File: src/sv/bmb_pkg.sv
// Shared types, widths and helper functions for the blocked membership bitset.
// Used by the controller, the datapath and the top level; depends on nothing.
package bmb_pkg;

    localparam int CMD_W   = 3;
    localparam int ENT_W   = 16;
    localparam int BIDX_W  = 10;
    localparam int WORD_W  = 64;
    localparam int COUNT_W = 17;
    localparam int POP_W   = 7;

    localparam int DEF_BLOCK_BITS = 64;
    localparam int DEF_NUM_BLOCKS = 1024;

    typedef enum logic [CMD_W-1:0] {
        CMD_ADD    = 3'd0,
        CMD_REMOVE = 3'd1,
        CMD_EXISTS = 3'd2,
        CMD_CLEAR  = 3'd3,
        CMD_AND    = 3'd4,
        CMD_OR     = 3'd5,
        CMD_DIFF   = 3'd6,
        CMD_READ   = 3'd7
    } command_t;

    // Commands from the controller to the datapath.
    typedef struct packed {
        logic load;
        logic locate;
        logic modify;
        logic walk_init;
        logic walk_clear;
        logic commit;
    } bmb_ctrl_t;

    // Status from the datapath back to the controller.
    typedef struct packed {
        logic is_clear;
        logic init_last;
        logic clear_done;
    } bmb_stat_t;

    // Parallel bit count; every byte lane stays below 256, so no carries cross lanes.
    function automatic logic [POP_W-1:0] popcount64(input logic [WORD_W-1:0] x);
        logic [WORD_W-1:0] a;
        logic [WORD_W-1:0] b;
        logic [WORD_W-1:0] c;
        logic [WORD_W-1:0] d;
        logic [WORD_W-1:0] e;
        logic [WORD_W-1:0] f;
        a = x - ((x >> 1) & 64'h5555_5555_5555_5555);
        b = (a & 64'h3333_3333_3333_3333) + ((a >> 2) & 64'h3333_3333_3333_3333);
        c = (b + (b >> 4)) & 64'h0F0F_0F0F_0F0F_0F0F;
        d = c + (c >> 8);
        e = d + (d >> 16);
        f = e + (e >> 32);
        return f[POP_W-1:0];
    endfunction

endpackage

File: src/sv/bmb_ctrl.sv
// Controller state machine for the blocked membership bitset.
// Depends on bmb_pkg; drives the datapath through bmb_ctrl_t and reads bmb_stat_t.
module bmb_ctrl (
    input  logic              aclk,
    input  logic              aresetn,
    input  logic              s_valid,
    output logic              s_ready,
    output logic              m_valid,
    input  logic              m_ready,
    output bmb_pkg::bmb_ctrl_t ctrl,
    input  bmb_pkg::bmb_stat_t stat
);
    import bmb_pkg::*;

    typedef enum logic [2:0] {
        S_INIT,
        S_IDLE,
        S_LOCATE,
        S_MODIFY,
        S_CLEAR,
        S_COUNT
    } state_t;

    state_t state_reg;
    state_t state_next;
    logic   m_valid_reg;
    logic   m_valid_next;
    logic   commit;

    // The result register may be reloaded once it is empty or being drained.
    assign commit = (state_reg == S_COUNT) && (!m_valid_reg || m_ready);

    always_comb begin
        state_next = state_reg;
        case (state_reg)
            S_INIT: begin
                if (stat.init_last) begin
                    state_next = S_IDLE;
                end
            end
            S_IDLE: begin
                if (s_valid) begin
                    state_next = S_LOCATE;
                end
            end
            S_LOCATE: begin
                state_next = stat.is_clear ? S_CLEAR : S_MODIFY;
            end
            S_MODIFY: begin
                state_next = S_COUNT;
            end
            S_CLEAR: begin
                if (stat.clear_done) begin
                    state_next = S_COUNT;
                end
            end
            S_COUNT: begin
                if (commit) begin
                    state_next = S_IDLE;
                end
            end
            default: begin
                state_next = S_INIT;
            end
        endcase
    end

    always_comb begin
        m_valid_next = m_valid_reg;
        if (commit) begin
            m_valid_next = 1'b1;
        end else if (m_ready) begin
            m_valid_next = 1'b0;
        end
    end

    always_ff @(posedge aclk) begin
        if (!aresetn) begin
            state_reg   <= S_INIT;
            m_valid_reg <= 1'b0;
        end else begin
            state_reg   <= state_next;
            m_valid_reg <= m_valid_next;
        end
    end

    assign s_ready = (state_reg == S_IDLE);
    assign m_valid = m_valid_reg;

    always_comb begin
        ctrl            = '0;
        ctrl.load       = (state_reg == S_IDLE) && s_valid;
        ctrl.locate     = (state_reg == S_LOCATE);
        ctrl.modify     = (state_reg == S_MODIFY);
        ctrl.walk_init  = (state_reg == S_INIT);
        ctrl.walk_clear = (state_reg == S_CLEAR);
        ctrl.commit     = commit;
    end

endmodule

File: config.mk
export PLATFORM = sky130hd
export DESIGN_NAME = bmb_ctrl
export DESIGN_NICKNAME = d
export VERILOG_FILES = /design/src/sv/bmb_pkg.sv /design/src/sv/bmb_ctrl.sv
export SDC_FILE = /design/constraint.sdc
export NUM_CORES = 1
export LEC_CHECK = 0
export BUFFER_PORTS_ARGS = -buffer_cell sky130_fd_sc_hd__clkbuf_2
export CAP_MARGIN = 0
export CORE_AREA = 2 2 39 41
export DETAILED_ROUTE_END_ITERATION = 8
export DIE_AREA = 0 0 41 43
export PLACE_DENSITY = 0.47
export SLEW_MARGIN = 20
export SYNTH_ARGS = -nofsm -noshare
export SYNTH_HDL_FRONTEND = slang
export SYNTH_SLANG_ARGS = --single-unit
File: constraint.sdc
create_clock -name aclk -period 0.9 [get_ports aclk]
set_input_delay 0 -clock aclk [delete_from_list [all_inputs] [get_ports aclk]]
set_output_delay 0 -clock aclk [all_outputs]
set_load 0.03 [all_outputs]
==> results of run 1 <==
## Yosys cell counts, drive strengths merged
master  number
o31ai        1
and3         2
nor2         4
nor2b        1
nand3        1
nor3b        1
and3b        1
a21boi       1
o21a         1
dfxtp        4
inv          2
nand2        1
o21ai        1
a21oi        3
nand2b       4
buf          2
nor3         2
a311oi       1
## per-stage QoR
step / instances / TNS [ns] / utilization [%]
detailed placement: 67 / -0.554 / 28.7
global route: 73 / -1.48 / 41.7
finish: 73 / -1.04 / 41.7
CTS: 73 / -1.15 / 39.4
floorplan: 33 / -0.0439 / -
global placement: 67 / -0.504 / 28.7
## cells by family (layout without fill, tap and decap cells)
kind of cell	Yosys count	count (layout)	synth area share (%)
AND/OR/NAND/NOR	17	17	38.6
AO/OA/AOI/OAI	8	8	21.0
flip-flops	4	4	30.5
buffers and inverters	4	28	10.0
## cells in the final DEF (no fill, tap or decap)
| cell type | instances |
|---|---|
| sky130_fd_sc_hd__a21boi_1 | 1 |
| sky130_fd_sc_hd__a21oi_1 | 2 |
| sky130_fd_sc_hd__a21oi_2 | 1 |
| sky130_fd_sc_hd__a311oi_1 | 1 |
| sky130_fd_sc_hd__and3_1 | 1 |
| sky130_fd_sc_hd__and3_4 | 1 |
| sky130_fd_sc_hd__and3b_1 | 1 |
| sky130_fd_sc_hd__buf_4 | 4 |
| sky130_fd_sc_hd__buf_6 | 6 |
| sky130_fd_sc_hd__buf_8 | 3 |
| sky130_fd_sc_hd__clkbuf_2 | 7 |
| sky130_fd_sc_hd__clkbuf_4 | 3 |
| sky130_fd_sc_hd__clkbuf_8 | 3 |
| sky130_fd_sc_hd__dfxtp_2 | 1 |
| sky130_fd_sc_hd__dfxtp_4 | 3 |
| sky130_fd_sc_hd__inv_4 | 2 |
| sky130_fd_sc_hd__nand2_1 | 1 |
| sky130_fd_sc_hd__nand2b_1 | 3 |
| sky130_fd_sc_hd__nand2b_4 | 1 |
| sky130_fd_sc_hd__nand3_1 | 1 |
| sky130_fd_sc_hd__nor2_1 | 1 |
| sky130_fd_sc_hd__nor2_2 | 1 |
| sky130_fd_sc_hd__nor2_4 | 2 |
| sky130_fd_sc_hd__nor2b_1 | 1 |
| sky130_fd_sc_hd__nor3_4 | 2 |
| sky130_fd_sc_hd__nor3b_2 | 1 |
| sky130_fd_sc_hd__o21a_1 | 1 |
| sky130_fd_sc_hd__o21ai_2 | 1 |
| sky130_fd_sc_hd__o31ai_1 | 1 |
## per-layer routing
layer | track usage [%] | wire length (um) | vias up
met4 | 8.00 | 0 | 0
met1 | 9.68 | 290 | 151
met3 | 1.57 | 27 | 0
met2 | 16.3 | 467 | 7
li1 | - | - | 166
met5 | 0 | 0 | -
## power groups by stage
stage / Sequential (mW) / Clock, mW / Combinational (mW)
after floorplan: 0.206 / 0 / 0.130
after global placement: 0.216 / 0 / 0.181
after detailed placement: 0.215 / 0 / 0.180
after CTS: 0.208 / 0.230 / 0.269
after global routing: 0.214 / 0.239 / 0.314
final: 0.212 / 0.219 / 0.295
## final cells by class
cell class / count / area [sq um] / share of cell area, %
repair buffers: 23 / 219 / 38.0
multi-input cells: 25 / 210 / 36.4
flip-flops and latches: 4 / 92.6 / 16.1
clock buffers: 3 / 22.5 / 3.90
well taps: 16 / 20.0 / 3.47
inverters: 2 / 12.5 / 2.17
## repair_timing
| item | CTS | global route |
|---|---|---|
| setup buffers | 4 | 0 |
| endpoints found under the setup margin | 11 | 10 |
| resized for setup | 29 | 10 |
| pin swaps | 1 | 4 |
## worst max-delay path: stages (launching register included)
cell and delay, ns:
sky130_fd_sc_hd__dfxtp_4 0.37, sky130_fd_sc_hd__buf_6 0.12, sky130_fd_sc_hd__nor3_4 0.16, sky130_fd_sc_hd__clkbuf_8 0.17
## worst max-delay path by stage
| stage | start | to | depth (start not counted) | slack [ns] |
|---|---|---|---|---|
| after global placement | state_reg[0] | ctrl[0] | 3 | -0.1 |
| after global routing | state_reg[2] | ctrl[2] | 3 | -0.21 |
| after detailed placement | state_reg[0] | state_reg[0] | 3 | -0.12 |
| after floorplan | state_reg[1] | state_reg[1] | 3 | -0.03 |
| final | state_reg[2] | ctrl[2] | 3 | -0.17 |
| after CTS | state_reg[1] | ctrl[0] | 4 | -0.19 |
==> impl_metrics.prom, run 1 <==
# TYPE chip_impl_metric gauge
chip_impl_info{name="run_status",value="finished with violations"} 1
chip_impl_metric{name="route.antenna.remaining_nets",unit=""} 0
chip_impl_metric{name="die_area",unit="sq um"} 1760
chip_impl_metric{name="clk_pin_slew_worst_paths",unit="ns"} 0.04
chip_impl_metric{name="grt_use_total",unit="%"} 9.75
chip_impl_metric{name="detailed_place_hpwl",unit="um"} 511
chip_impl_metric{name="synth-seq-cells",unit=""} 4
chip_impl_metric{name="cts_max_path_buffers",unit=""} 2
chip_impl_info{name="violated_checks",value="setup timing"} 1
chip_impl_metric{name="cp_data_required_time",unit="ns"} 0.90
chip_impl_metric{name="design_area",unit="sq um"} 577
chip_impl_metric{name="reg2regPathDepth",unit=""} 4
chip_impl_info{name="clock_tree_from_tritoncts",value="built"} 1
chip_impl_metric{name="final_hold_viol_count",unit=""} 0
chip_impl_metric{name="design.portCount",unit=""} 15
chip_impl_metric{name="design_power_total",unit="mW"} 0.726
chip_impl_metric{name="grt_pass1_wl",unit="mm"} 1.16
chip_impl_metric{name="drive_gt1_share",unit="%"} 73.7
chip_impl_metric{name="dr_total_vias",unit=""} 324
chip_impl_metric{name="largest_register_ff_count",unit=""} 3
chip_impl_metric{name="fp.dieH",unit="um"} 43
chip_impl_metric{name="first_pass_iters",unit=""} 1
chip_impl_metric{name="antenna_found_initial",unit=""} 0
chip_impl_metric{name="drt_wl_total",unit="um"} 786
chip_impl_metric{name="yosys.cell_types.count",unit=""} 20
chip_impl_metric{name="initialDrtViolationCount",unit=""} 0
chip_impl_metric{name="post_drt_wl_per_cell",unit="um"} 10.8
chip_impl_metric{name="clk_latency",unit="ns"} 0.23
chip_impl_metric{name="clock_power_share",unit="%"} 30.1
chip_impl_metric{name="finalHoldWorstSlack",unit="ns"} 0.0241
chip_impl_metric{name="max_slew_vio_count",unit=""} 0
chip_impl_metric{name="p_leak",unit="nW"} 0.246
chip_impl_metric{name="switching_share",unit="%"} 31.5
chip_impl_metric{name="placeableCoreArea",unit="sq um"} 1380
chip_impl_metric{name="vdd.ir_drop.worst",unit="uV"} 356
chip_impl_metric{name="grt_start_max_net_pins",unit=""} 8
chip_impl_metric{name="areaGrowthSynthToFinish",unit="%"} 120
chip_impl_metric{name="cts-hold-fix-buffers",unit=""} 0
chip_impl_info{name="hold_class",value="in2reg"} 1
chip_impl_metric{name="comb_power_share",unit="%"} 40.7
chip_impl_metric{name="fmax",unit="MHz"} 936
chip_impl_metric{name="floorplan.initialDensity",unit="%"} 19.0
chip_impl_metric{name="std_cell_rows",unit=""} 14
chip_impl_metric{name="post_syn_instances",unit=""} 33
chip_impl_info{name="min_from",value="aresetn"} 1
chip_impl_info{name="timing.critical_path.to_type",value="output port"} 1
chip_impl_metric{name="crit_path_max_fanout",unit=""} 6
chip_impl_metric{name="synth_seq_area_share",unit="%"} 30.5
chip_impl_metric{name="cts_htree_levels",unit=""} 1
chip_impl_metric{name="first_global_vias",unit=""} 297
chip_impl_info{name="cts_root_buffer",value="sky130_fd_sc_hd__clkbuf_4"} 1
chip_impl_metric{name="flop2flop_setup_slack",unit="ns"} -0.06
chip_impl_metric{name="route.detailed.drc",unit=""} 0
chip_impl_metric{name="dpl_cell_area",unit="sq um"} 397
chip_impl_info{name="rsz_0062_raised_after_global_routing",value="yes"} 1
chip_impl_metric{name="synthesized_net_count",unit=""} 40
chip_impl_metric{name="buffer_ports.inserted",unit=""} 14
chip_impl_metric{name="power.density",unit="nW/um^2"} 1260
chip_impl_metric{name="fin_ws",unit="ns"} -0.168
chip_impl_metric{name="hold_depth",unit=""} 2
chip_impl_metric{name="sequentialPowerShare",unit="%"} 29.2
chip_impl_info{name="yosysTopAreaCell",value="sky130_fd_sc_hd__dfxtp_1"} 1
chip_impl_metric{name="final.setup_skew",unit="ns"} 0.00533
chip_impl_info{name="synthTopCellsByArea",value="sky130_fd_sc_hd__dfxtp_1 (30%), sky130_fd_sc_hd__nand2b_1 (9.5%), sky130_fd_sc_hd__a21oi_1 (5.7%)"} 1
chip_impl_metric{name="die_w",unit="um"} 41
chip_impl_metric{name="filler_cells_inserted",unit=""} 138
chip_impl_metric{name="p_sw",unit="mW"} 0.229
chip_impl_metric{name="p_int",unit="mW"} 0.497
chip_impl_metric{name="cts_made_buffers",unit=""} 3
chip_impl_info{name="r2r_start",value="state_reg[0]"} 1
chip_impl_metric{name="layout.nets",unit=""} 66
chip_impl_info{name="regToRegEndpoint",value="state_reg[0]"} 1
chip_impl_metric{name="yosys.area.top_type_share",unit="%"} 30.5
chip_impl_metric{name="grt_remaining_overflow",unit=""} 0
chip_impl_metric{name="vias_per_cell",unit=""} 4.44
chip_impl_metric{name="cts.sinks",unit=""} 4
chip_impl_info{name="setup.worst_path.start_class",value="register"} 1
chip_impl_metric{name="globalplace.congestion",unit=""} 0.571
chip_impl_info{name="min_delay_worst_endpoint",value="state_reg[2]"} 1
chip_impl_metric{name="final_min_period_over_clock_period",unit="%"} 119
chip_impl_metric{name="post_synth.cell_area_avg",unit="sq um"} 7.96
chip_impl_info{name="worstSetupPathType",value="reg2out"} 1
chip_impl_metric{name="worst_slew_margin_rel",unit="%"} 85.3
chip_impl_metric{name="timing_worst_slew_pin_value",unit="ns"} 0.219
chip_impl_metric{name="synthesis.yosys.warnings",unit=""} 0
chip_impl_metric{name="setup-violations-final",unit=""} 10
chip_impl_metric{name="dpl_worst_slack",unit="ns"} -0.123
chip_impl_metric{name="timing.critical_path.arrival",unit="ns"} 1.07
chip_impl_metric{name="post-route-min-period",unit="ns"} 1.07
chip_impl_metric{name="maxCapViolations",unit=""} 0
chip_impl_metric{name="diodes",unit=""} 0
chip_impl_metric{name="synthesis.area",unit="sq um"} 263
Note: power is estimated with default switching activity, not from simulation.
==> inputs of run 2 (changes only) <==
CAP_MARGIN = unset   (was 0)
PLACE_DENSITY = unset   (was 0.47)
PLACE_DENSITY_LB_ADDON = 0.08   (was unset)
==> impl_metrics.prom, run 2 (synthesis results as in run 1) <==
# TYPE chip_impl_metric gauge
chip_impl_info{name="run_status",value="finished with violations"} 1
chip_impl_info{name="violated_checks",value="setup timing"} 1
chip_impl_metric{name="total_area_of_multi_input_combinational_cells",unit="sq um"} 213
chip_impl_metric{name="die_w",unit="um"} 41
chip_impl_metric{name="std_cell_rows",unit=""} 14
chip_impl_info{name="setup.worst_path.start_class",value="register"} 1
chip_impl_metric{name="final.setup_skew",unit="ns"} 0.00135
chip_impl_info{name="rsz_0062_raised_after_global_routing",value="yes"} 1
chip_impl_metric{name="first_pass_iters",unit=""} 1
chip_impl_metric{name="finalHoldWorstSlack",unit="ns"} 0.0215
chip_impl_metric{name="cts_max_path_buffers",unit=""} 2
chip_impl_metric{name="filler_cells_inserted",unit=""} 140
chip_impl_metric{name="largest_register_ff_count",unit=""} 3
chip_impl_metric{name="globalplace.congestion",unit=""} 0.680
chip_impl_metric{name="final_hold_viol_count",unit=""} 0
chip_impl_metric{name="dpl_worst_slack",unit="ns"} -0.136
chip_impl_metric{name="clk_latency",unit="ns"} 0.24
chip_impl_info{name="min_from",value="aresetn"} 1
chip_impl_metric{name="clk_pin_slew_worst_paths",unit="ns"} 0.04
chip_impl_metric{name="cts-hold-fix-buffers",unit=""} 0
chip_impl_metric{name="fp.dieH",unit="um"} 43
chip_impl_metric{name="areaGrowthSynthToFinish",unit="%"} 116
chip_impl_metric{name="grt_start_max_net_pins",unit=""} 9
chip_impl_metric{name="drt_wl_total",unit="um"} 770
chip_impl_metric{name="power.density",unit="nW/um^2"} 1270
chip_impl_metric{name="route.detailed.drc",unit=""} 0
chip_impl_metric{name="detailed_place_hpwl",unit="um"} 558
chip_impl_metric{name="grt_pass1_wl",unit="mm"} 1.35
chip_impl_info{name="hold_class",value="in2reg"} 1
chip_impl_metric{name="buffer_ports.inserted",unit=""} 14
chip_impl_metric{name="totalNegativeSetupSlack",unit="ns"} -1.07
chip_impl_metric{name="grt_use_total",unit="%"} 11.4
chip_impl_metric{name="cts_htree_levels",unit=""} 1
chip_impl_metric{name="post-route-min-period",unit="ns"} 1.07
chip_impl_info{name="regToRegEndpoint",value="state_reg[0]"} 1
chip_impl_metric{name="dr_total_vias",unit=""} 327
chip_impl_metric{name="cts.sinks",unit=""} 4
chip_impl_metric{name="diodes",unit=""} 0
chip_impl_metric{name="final_min_period_over_clock_period",unit="%"} 119
chip_impl_metric{name="timing.critical_path.arrival",unit="ns"} 1.07
chip_impl_metric{name="floorplan.initialDensity",unit="%"} 19.0
chip_impl_metric{name="die_area",unit="sq um"} 1760
chip_impl_metric{name="worst_slew_margin_rel",unit="%"} 85.7
chip_impl_metric{name="grt_remaining_overflow",unit=""} 0
chip_impl_metric{name="placeableCoreArea",unit="sq um"} 1380
chip_impl_metric{name="design_power_total",unit="mW"} 0.719
chip_impl_metric{name="vdd.ir_drop.worst",unit="uV"} 408
chip_impl_metric{name="reg2regPathDepth",unit=""} 4
chip_impl_metric{name="timing_worst_slew_pin_value",unit="ns"} 0.214
chip_impl_metric{name="post_drt_wl_per_cell",unit="um"} 10.7
chip_impl_metric{name="p_leak",unit="nW"} 0.242
chip_impl_metric{name="first_global_vias",unit=""} 339
chip_impl_metric{name="fmax",unit="MHz"} 937
chip_impl_metric{name="seqCellArea",unit="sq um"} 92.6
chip_impl_metric{name="maxCapViolations",unit=""} 0
chip_impl_metric{name="cts_made_buffers",unit=""} 3
chip_impl_info{name="timing.critical_path.to_type",value="output port"} 1
chip_impl_metric{name="vias_per_cell",unit=""} 4.54
chip_impl_metric{name="cp_data_required_time",unit="ns"} 0.90
chip_impl_metric{name="postLayoutCoreUtil",unit="%"} 41.0
chip_impl_metric{name="layout.nets",unit=""} 65
chip_impl_metric{name="flop2flop_setup_slack",unit="ns"} -0.07
chip_impl_info{name="r2r_start",value="state_reg[0]"} 1
chip_impl_metric{name="hold_depth",unit=""} 2
chip_impl_info{name="min_delay_worst_endpoint",value="state_reg[2]"} 1
chip_impl_info{name="commonest_cells_after_routing_fill_and_taps_aside",value="sky130_fd_sc_hd__clkbuf_2 (7), sky130_fd_sc_hd__buf_6 (7), sky130_fd_sc_hd__clkbuf_8 (5)"} 1
chip_impl_info{name="worstSetupPathType",value="reg2out"} 1
chip_impl_metric{name="design.portCount",unit=""} 15
chip_impl_metric{name="max_slew_vio_count",unit=""} 0
chip_impl_metric{name="drive_gt1_share",unit="%"} 75.0
chip_impl_info{name="cts_root_buffer",value="sky130_fd_sc_hd__clkbuf_4"} 1
chip_impl_info{name="clock_tree_from_tritoncts",value="built"} 1
chip_impl_metric{name="route.antenna.remaining_nets",unit=""} 0
chip_impl_metric{name="initialDrtViolationCount",unit=""} 0
chip_impl_metric{name="setup-violations-final",unit=""} 10
chip_impl_metric{name="crit_path_max_fanout",unit=""} 7
chip_impl_metric{name="fin_ws",unit="ns"} -0.167
chip_impl_metric{name="antenna_found_initial",unit=""} 0
==> run 2: area by class of cell <==
type / count / area share, %
Multi-Input combinational cell: 25 / 37.4
Timing Repair Buffer: 22 / 37.4
Sequential cell: 4 / 16.3
Clock buffer: 3 / 3.96
Tap cell: 16 / 3.52
Inverter: 2 / 1.32
==> run 2: what timing repair did <==
action                                  in CTS  in global routing
pin swaps                                    3                  3
endpoints found under the setup margin      11                 10
cloned                                       0                  0
resized for setup                           28                  7
setup buffers                                4                  0
==> run 2: worst max path at each step <==
stage / cells after the start / endpoint / from / slack (ns)
after CTS: 3 / ctrl[5] / state_reg[2] / -0.19
after global placement: 3 / state_reg[0] / state_reg[0] / -0.1
after floorplan: 3 / state_reg[1] / state_reg[1] / -0.03
after global routing: 3 / ctrl[2] / state_reg[1] / -0.20
after detailed placement: 3 / state_reg[0] / state_reg[0] / -0.14
final: 3 / ctrl[5] / state_reg[1] / -0.17
==> run 2: report_power, final <==
part	total, mW	switching, mW	leakage, nW	internal [mW]
registers	0.215	0.0267	0.0353	0.188
clock network	0.225	0.0760	0.0138	0.149
logic	0.279	0.129	0.193	0.150
==> run 2: layer usage <==
metal  vias to the layer above  wire length, um  track usage [%]
met2                        10              410             17.2
li1                        159                -                -
met5                         -                0                0
met4                         0               20             8.00
met3                         2               42             3.14
met1                       156              297             13.2
==> run 2: worst max-delay path, stage by stage, from the launching register on <==
cell,delay [ns]
sky130_fd_sc_hd__dfxtp_4,0.36
sky130_fd_sc_hd__buf_6,0.12
sky130_fd_sc_hd__nor3_4,0.17
sky130_fd_sc_hd__clkbuf_8,0.18
==> run 2: stage by stage <==
step | std cells | cell area, sq um
2_1_floorplan | 33 | 280
3_3_place_gp | 66 | 389
3_5_place_dp | 66 | 389
4_1_cts | 72 | 548
5_1_grt | 72 | 568
6_report | 72 | 568
